===== src/design/ttb_pkg.sv =====
// Package for the triangle tangent and bitangent unit.
// It holds the shared constants and the command and status structs.
// It depends on nothing.
package ttb_pkg;

    // Fixed point scales.
    localparam int ONE_Q15   = 32768;
    localparam int FRAC_Q14  = 14;

    // Normalization window for the largest magnitude: [2^29, 2^30).
    localparam int NORM_LO_BIT = 29;
    localparam int NORM_HI_BIT = 30;

    // Iteration counts of the shared square root and divide units.
    localparam int SQRT_STEPS = 31;
    localparam int DIV_STEPS  = 15;
    localparam int ITER_W     = $clog2(SQRT_STEPS);

    // Corner codes.
    localparam logic [1:0] CORNER_FIRST  = 2'd0;
    localparam logic [1:0] CORNER_SECOND = 2'd1;
    localparam logic [1:0] CORNER_LAST   = 2'd2;

    // Commands from the controller to the datapath.
    typedef struct packed {
        logic       load_c0;
        logic       load_c1;
        logic       load_tri;
        logic       det_mul;
        logic       tb_mul;
        logic       tb_fin;
        logic       dot_mul;
        logic       dot_sum;
        logic       proj_mul;
        logic       proj_fin;
        logic       norm_step;
        logic       sq_mul;
        logic       sq_sum;
        logic       sqrt_step;
        logic       div_load;
        logic       div_step;
        logic       store;
        logic       emit;
        logic       sel_b;
        logic [1:0] corner;
    } t_cmd;

    // Status from the datapath to the controller.
    typedef struct packed {
        logic mx_zero;
        logic norm_ok;
        logic out_free;
    } t_status;

endpackage


===== src/design/ttb_controller.sv =====
// Controller of the triangle tangent and bitangent unit: corner counting and
// the sequence of datapath steps for six projected vectors per triangle.
// It depends on ttb_pkg and drives ttb_datapath.
module ttb_controller import ttb_pkg::*; (
    input  logic    i_clk,
    input  logic    i_rst_n,
    input  logic    i_in_valid,
    output logic    o_in_ready,
    input  t_status i_status,
    output t_cmd    o_cmd
);

    typedef enum logic [3:0] {
        S_IDLE, S_DETM, S_TBM, S_TBF, S_DOT, S_DSUM, S_PMUL, S_PFIN,
        S_NORM, S_SQ, S_SUM, S_SQRT, S_DIVLD, S_DIV, S_STORE, S_EMIT
    } t_state;

    t_state              r_state;
    logic [1:0]          r_cnt;
    logic [1:0]          r_k;
    logic                r_sel;
    logic [ITER_W-1:0]   r_iter;
    logic                accept;

    assign o_in_ready = (r_state == S_IDLE);
    assign accept     = o_in_ready && i_in_valid;

    // Commands follow the state; corner loads follow the corner count.
    always_comb begin
        o_cmd           = '0;
        o_cmd.sel_b     = r_sel;
        o_cmd.corner    = r_k;
        o_cmd.load_c0   = accept && (r_cnt == CORNER_FIRST);
        o_cmd.load_c1   = accept && (r_cnt == CORNER_SECOND);
        o_cmd.load_tri  = accept && (r_cnt == CORNER_LAST);
        o_cmd.det_mul   = (r_state == S_DETM);
        o_cmd.tb_mul    = (r_state == S_TBM);
        o_cmd.tb_fin    = (r_state == S_TBF);
        o_cmd.dot_mul   = (r_state == S_DOT);
        o_cmd.dot_sum   = (r_state == S_DSUM);
        o_cmd.proj_mul  = (r_state == S_PMUL);
        o_cmd.proj_fin  = (r_state == S_PFIN);
        o_cmd.norm_step = (r_state == S_NORM) && !i_status.mx_zero && !i_status.norm_ok;
        o_cmd.sq_mul    = (r_state == S_SQ);
        o_cmd.sq_sum    = (r_state == S_SUM);
        o_cmd.sqrt_step = (r_state == S_SQRT);
        o_cmd.div_load  = (r_state == S_DIVLD);
        o_cmd.div_step  = (r_state == S_DIV);
        o_cmd.store     = (r_state == S_STORE);
        o_cmd.emit      = (r_state == S_EMIT) && i_status.out_free;
    end

    // State, corner count, corner and vector select, iteration counter.
    always_ff @(posedge i_clk) begin
        if (!i_rst_n) begin
            r_state <= S_IDLE;
            r_cnt   <= CORNER_FIRST;
            r_k     <= CORNER_FIRST;
            r_sel   <= 1'b0;
            r_iter  <= '0;
        end else begin
            unique case (r_state)
                S_IDLE: begin
                    if (accept) begin
                        if (r_cnt == CORNER_LAST) begin
                            r_cnt   <= CORNER_FIRST;
                            r_k     <= CORNER_FIRST;
                            r_sel   <= 1'b0;
                            r_state <= S_DETM;
                        end else begin
                            r_cnt <= r_cnt + 2'd1;
                        end
                    end
                end
                S_DETM:  r_state <= S_TBM;
                S_TBM:   r_state <= S_TBF;
                S_TBF:   r_state <= S_DOT;
                S_DOT:   r_state <= S_DSUM;
                S_DSUM:  r_state <= S_PMUL;
                S_PMUL:  r_state <= S_PFIN;
                S_PFIN:  r_state <= S_NORM;
                S_NORM: begin
                    // A zero vector skips straight to a zero result.
                    if (i_status.mx_zero) begin
                        r_state <= S_STORE;
                    end else if (i_status.norm_ok) begin
                        r_state <= S_SQ;
                    end
                end
                S_SQ:    r_state <= S_SUM;
                S_SUM: begin
                    r_iter  <= '0;
                    r_state <= S_SQRT;
                end
                S_SQRT: begin
                    if (r_iter == ITER_W'(SQRT_STEPS - 1)) begin
                        r_state <= S_DIVLD;
                    end else begin
                        r_iter <= r_iter + 1'b1;
                    end
                end
                S_DIVLD: begin
                    r_iter  <= '0;
                    r_state <= S_DIV;
                end
                S_DIV: begin
                    if (r_iter == ITER_W'(DIV_STEPS - 1)) begin
                        r_state <= S_STORE;
                    end else begin
                        r_iter <= r_iter + 1'b1;
                    end
                end
                S_STORE: begin
                    if (!r_sel) begin
                        r_sel   <= 1'b1;
                        r_state <= S_DOT;
                    end else begin
                        r_state <= S_EMIT;
                    end
                end
                S_EMIT: begin
                    if (i_status.out_free) begin
                        r_sel <= 1'b0;
                        if (r_k == CORNER_LAST) begin
                            r_state <= S_IDLE;
                        end else begin
                            r_k     <= r_k + 2'd1;
                            r_state <= S_DOT;
                        end
                    end
                end
                default: r_state <= S_IDLE;
            endcase
        end
    end

    // The third corner always starts the triangle sequence.
    a_tri_starts: assert property (@(posedge i_clk) disable iff (!i_rst_n)
        o_cmd.load_tri |=> (r_state == S_DETM) && (r_cnt == CORNER_FIRST))
        else $error("third corner did not start the triangle sequence");

endmodule


===== config.mk =====
export PLATFORM = sky130hd
export DESIGN_NAME = ttb_controller
export DESIGN_NICKNAME = d
export VERILOG_FILES = /design/src/design/ttb_pkg.sv /design/src/design/ttb_controller.sv
export SDC_FILE = /design/constraint.sdc
export NUM_CORES = 1
export LEC_CHECK = 0
export BUFFER_PORTS_ARGS = -buffer_cell sky130_fd_sc_hd__buf_4
export CORE_MARGIN = 8
export CORE_UTILIZATION = 50
export DETAILED_ROUTE_END_ITERATION = 7
export PLACE_DENSITY = 0.77
export SLEW_MARGIN = 15
export SYNTH_ARGS = -nofsm -noshare
export SYNTH_HDL_FRONTEND = slang
export SYNTH_SLANG_ARGS = --single-unit

===== constraint.sdc =====
create_clock -name i_clk -period 2.2 [get_ports i_clk]
set_clock_uncertainty 0.2 [all_clocks]
set_input_delay 0.55 -clock i_clk [delete_from_list [all_inputs] [get_ports i_clk]]
set_output_delay 0.55 -clock i_clk [all_outputs]
set_load 0.03 [all_outputs]

==> run metrics, run 1 <==
area of the mapped netlist 969.7 um^2; Synth area leaders dfxtp_1, nor2_1, ha_1, inv_1, or3_1; VDD IR-drop max 0.4716 mV; cells on worst reg2reg path 6; number of synthesized flops with an enable pin 0; Place WS 0.05430 ns; CTS Root Cell clkbuf_4; setup tns final -0.1765 ns; worst-skew pair later-pin latency 0.28 ns; pin count of the biggest net entering global routing 15; cts hold-fix bufs 0; most frequent cell after synthesis dfxtp_1; slack of the critical path -0.08872 ns; busiest grt layer met2; share of cells above drive strength 1 41.57%; diode count 0; relative slew slack 72.70%; Crit path arrival time 1.54 ns; Initial Utilization 50.99%; initial drt markers 13; main flop type after synthesis dfxtp_1; Area Growth Syn to Fin 48.77%; Final Cycle Share 104.0%; Fin. Hold Viols 0; Clock Sinks 14; final setup violating endpoints 3; Worst EP required 1.45 ns; Final Wtd Congestion 0.8631; P_leak 0.6309 nW; reg2reg setup slack 0.35 ns; GR Layer Usage met2 28.62%; CTS Buffer Depth 2; R2R Path Start r_state[1]; per-cell routed wire length 14.90 um; Setup crit end o_cmd[18]; Overall Global Routing Usage 15.89%; #FFs+latches synth 14; row cnt 16; Hold Path Class reg2reg; CP max FO 2; status finished with violations; max cap viols 0; routing usage on met1 17.11%; die area 3605 um^2; CTS tree built; Synth Warn # 0; GR Util met3 3.871%; Max H-tree Level 1; first-pass GRT wire length 4471 um; PwrDens 656.3 nW/um^2; die width 60.04 um; Die Ht 60.04 um; DRT Wirelength 2875 um; failing checks negative setup slack; async set-reset flop share out of synthesis 0%; leading area contributor after synthesis dfxtp_1; drt first pass iters 4; critical path startpoint category register; Setup CP Type reg2out; minimum clock period 2.289 ns; reg2reg end r_iter[4]; fill count 141; Highest Clock Rate 0.4369 GHz; syn_nets 130; vias in the first global route 999; area of the core 1902 um^2; Power Total 0.9468 mW; num ports 28; Clock transition at path regs 0.09 ns; GR Overflow Total 0; Yosys top cell area share 28.90%; hpwl dp 1969 um; Slew Limit Fails 0; IO Port Bufs 27; CP startpoint r_cnt[0]; Cells after Synth 121; Hold Worst Slack 0.3111 ns; most common library cells after synthesis dfxtp_1, nor2_1, inv_1; vias per cell 5.539; initial antenna violation count 0; post-route ant nets 0; via count 1,069; Netlist cell types 41; Residual DRC 0; Seq/Total Area, Yosys 28.90%; Post-layout nets 176; cts bufs inserted 3; RSZ-0062 raised after global routing yes; syn avg cell area 8.014 um^2; CP Capture Type output port; Slew @ Worst Pin 0.4085 ns
per-layer routing:
layer,vias up,part of all wire [%]
met2,48,50
met1,486,38
met3,10,9.4
met5,-,0
met4,0,2.2
li1,525,-
cell families after synthesis:
family / synth area share (%)
AO/OA/AOI/OAI: 20.91
flip-flops: 28.90
buffers and inverters: 6.708
multiplexers: 3.097
AND/OR/NAND/NOR: 32.13
adder cells (fa/ha/maj): 3.871
XOR/XNOR: 4.388
area by class of cell:
type	count	area (um^2)	area share, %
timing repair buffer	47	371.6	25.76
sequential	14	297.8	20.64
clock buffer	4	36.28	2.515
inverter	9	33.78	2.342
tap	27	33.78	2.342
multi-input combinational	92	669.4	46.40
registers in the layout (all words and copies together) (netlist names):
signal / count
r_state: 4
r_iter: 5
r_k: 2
r_cnt: 2
r_sel: 1
layout by cell type, fill, tap and decap left out, types with 4 or more instances in the layout:
cell type	Yosys	final
buf_4	2	43
nor2_1	13	13
inv_1	9	8
dfxtp_1	14	8
nand2_1	8	7
a21oi_1	6	6
nand3_1	5	5
or3_1	5	5
nand2b_1	4	4
and2_1	4	4
o21ai_0	4	4
dfxtp_4	0	4
how the worst min path moves through the flow:
| stage | slack [ns] | endpoint | depth (start not counted) | startpoint |
|---|---|---|---|---|
| after global placement | 0.29 | r_iter[3] | 2 | r_iter[3] |
| after floorplan | 0.27 | r_iter[3] | 2 | r_iter[3] |
| after CTS | 0.32 | r_iter[3] | 2 | r_iter[3] |
| after detailed placement | 0.31 | r_iter[3] | 2 | r_iter[3] |
| final | 0.31 | r_iter[3] | 2 | r_iter[3] |
| after global routing | 0.34 | r_iter[1] | 2 | r_iter[1] |
power by group:
| group | switching [mW] | leakage, nW | internal, mW | total (mW) |
|---|---|---|---|---|
| registers | 0.0263 | 0.117 | 0.276 | 0.302 |
| clock network | 0.0826 | 0.0210 | 0.101 | 0.183 |
| logic | 0.235 | 0.493 | 0.226 | 0.461 |
| total | 0.344 | 0.631 | 0.603 | 0.947 |
repair_timing:
item	CTS	global route
pin swaps	5	3
setup buffers	5	7
endpoints found under the setup margin	4	6
gates resized for setup	12	5
metrics by stage:
stage                     std cells  instance area, um^2  util, %
after floorplan                 121                 1006        -
after global placement          177                 1267    66.64
after detailed placement        177                 1267    66.64
after CTS                       186                 1369    71.97
after global routing            193                 1443    75.86
final                           193                 1443    75.86
critical path: stages (launching register included):
cell and delay [ns]:
dfxtp_4 0.36, nand3b_1 0.20, or4_4 0.51, inv_2 0.07, buf_6 0.12
No activity file was read; power rests on OpenSTA's default activity.
==> inputs of run 2 (changes only) <==
--- a/config.mk
+++ b/config.mk
@@ -5,11 +5,12 @@
 export SDC_FILE = /design/constraint.sdc
 export NUM_CORES = 1
 export LEC_CHECK = 0
+export ABC_AREA = 1
 export BUFFER_PORTS_ARGS = -buffer_cell sky130_fd_sc_hd__buf_4
 export CORE_MARGIN = 8
-export CORE_UTILIZATION = 50
+export CORE_UTILIZATION = 51
 export DETAILED_ROUTE_END_ITERATION = 7
-export PLACE_DENSITY = 0.77
+export PLACE_DENSITY = 0.78
 export SLEW_MARGIN = 15
 export SYNTH_ARGS = -nofsm -noshare
 export SYNTH_HDL_FRONTEND = slang
==> run 2 against run 1 <==
Net effect: the run now ends clean; utilization down 5.5 points; combinational power up 28%; via count up 13%; non-clock buffer count down 18; global-route usage down 0.39 points; count of clock-buffer cells in the layout unchanged; synthesized cell count up 52%; routed wire length down 6.7%; sequential power up 15%; maximum frequency up 9.5%; worst setup slack better by 0.20 ns; critical path type unchanged; highest routed layer unchanged.
==> run metrics, run 2 <==
status complete, no violations; Cell Chain, Critical Path nor2_4, nand2_2, nor2_4, nand3_1, inv_1, buf_4; most numerous cell on the critical path nor2_4; drt first pass iters 4; most frequent cells in the layout nand2_1, inv_1, nor2_1, buf_4, nand3_1; vias in the first global route 1,089; final setup violating endpoints 0; pin count of the biggest net entering global routing 11; Clock transition at path regs 0.09 ns; Slew Limit Fails 0; initial antenna violation count 0; syn_nets 193; die area 3793 um^2; GR Overflow Total 0; CP max FO 6; die width 61.59 um; most common library cells after synthesis nand2_1, nor2_1, inv_1; top flop regs r_iter x5, r_state x4; Synth Warn # 0; minimum clock period 2.091 ns; P_leak 0.7251 nW; max reg flops 5; Clock Sinks 14; CP Capture Type output port; Cells after Synth 184; CTS tree built; post-route ant nets 0; row cnt 16; VDD IR-drop max 0.7129 mV; CTS Root Cell clkbuf_4; Final Cycle Share 95.03%; Synth area leaders dfxtp_1, nand2_1, nor2_1, inv_1, nand3_1; area of the core 1962 um^2; Slew @ Worst Pin 0.2797 ns; Max H-tree Level 1; Worst EP required 1.45 ns; Yosys top cell area share 26.45%; async set-reset flop share out of synthesis 0%; RSZ-0062 raised after global routing no; diode count 0; main flop type after synthesis dfxtp_1; post-layout util 70.34%; slowest stage delay, CP 0.38 ns; leading area contributor after synthesis dfxtp_1; Overall Global Routing Usage 15.50%; first-pass GRT wire length 4526 um; Initial Utilization 54.02%; Seq/Total Area, Yosys 26.45%; fill count 188; relative slew slack 81.24%; share of cells above drive strength 1 26.39%; Fin. Hold Viols 0; leading cell type in the layout, fill and taps excluded nand2_1; initial drt markers 27; hpwl dp 2217 um; Area Growth Syn to Fin 30.22%; critical path startpoint category register; Highest Clock Rate 0.4783 GHz; number of synthesized flops with an enable pin 0; most frequent cell after synthesis nand2_1; via count 1,209; CTS Buffer Depth 2; Residual DRC 0; cts bufs inserted 3; vias per cell 4.975; Final Wtd Congestion 0.8990; num ports 28; Setup CP Type reg2out; setup tns final 0 ns; Critical-path top delay cell dfxtp_4; Reg with most FFs r_iter; per-cell routed wire length 11.04 um; worst-skew pair later-pin latency 0.28 ns; IO Port Bufs 27; Post-layout nets 226; #FFs+latches synth 14; Crit path arrival time 1.34 ns; DRT Wirelength 2682 um; cts hold-fix bufs 0; Netlist cell types 19; Hold Path Class reg2reg; max cap viols 0; PwrDens 814.3 nW/um^2; reg2reg setup slack 0.56 ns; area of the mapped netlist 1060 um^2; Die Ht 61.59 um; syn avg cell area 5.760 um^2
-- run 2: cell count changes after synthesis, sizes merged, moves of 4 or more --
cell | before | now
nand2 | 8 | 51
nor3 | 5 | 0
nand3 | 5 | 19
a21oi | 6 | 13
nor2 | 13 | 39
nand2b | 4 | 0
inv | 9 | 34
or3 | 5 | 0
and2 | 4 | 0
-- run 2: kinds of logic (layout without fill, tap and decap cells) --
group | count (synthesis) | in the layout | synth area share [%]
fa+ha+maj | 3 | 3 | 3.542
xor+xnor | 3 | 3 | 2.480
flops | 14 | 14 | 26.45
compound gates | 15 | 15 | 7.674
buf+inv | 36 | 68 | 13.10
simple gates | 113 | 113 | 46.75
-- run 2: area by class of cell --
class	instances	area (um^2)	area share, %
multi-input cells	134	668.1	48.41
flip-flops and latches	14	292.8	21.21
repair buffers	29	217.7	15.78
well taps	27	33.78	2.448
clock buffers	4	36.28	2.629
inverters	35	131.4	9.520
-- run 2: power by group --
group	internal, mW	switching, mW	total, mW
logic	0.210	0.381	0.591
registers	0.299	0.0489	0.348
clock network	0.101	0.0843	0.185
total	0.610	0.514	1.12
-- run 2: worst paths after layout --
path	from	end	cells past startpoint
setup / recovery	r_state[2]	o_cmd[19]	6
hold / removal	r_sel	r_sel	2
setup reg to reg	r_iter[0]	r_iter[0]	9
hold reg to reg	r_sel	r_sel	2
-- run 2: through the flow --
stage | hold WS [ns] | std cells | power, mW | cell area (um^2) | setup WS (ns)
final | 0.2800 | 243 | 1.124 | 1380 | 0.1094
after detailed placement | 0.2712 | 238 | 0.9093 | 1296 | 0.2078
after global routing | 0.3034 | 243 | 1.209 | 1380 | 0.007786
after CTS | 0.2852 | 243 | 1.097 | 1348 | 0.02240
after floorplan | 0.2532 | 184 | 0.7282 | 1060 | 0.2652
after global placement | 0.2631 | 238 | 0.8993 | 1296 | 0.2584
-- run 2: routing by layer --
layer  vias to the layer above  GRT usage (%)  wire length (um)  part of all wire, %
li1                        632              -                 -                    -
met1                       531          18.44              1147                   43
met2                        40          26.44              1243                   46
met3                         6          3.967               261                  9.7
met4                         0          4.545                29                  1.1
met5                         -              0                 0                    0
-- run 2: what timing repair did --
item	4_1_cts	5_1_grt
resized for setup	4	11
pin swaps	1	2
buffers inserted	1	0
setup endpoints to repair	2	5
-- run 2: worst max-delay path: cells and delay by family (launching register included) --
kind / cells / cell delay [ns]
buf+inv: 2 / 0.22
flops: 1 / 0.38
simple gates: 4 / 0.46
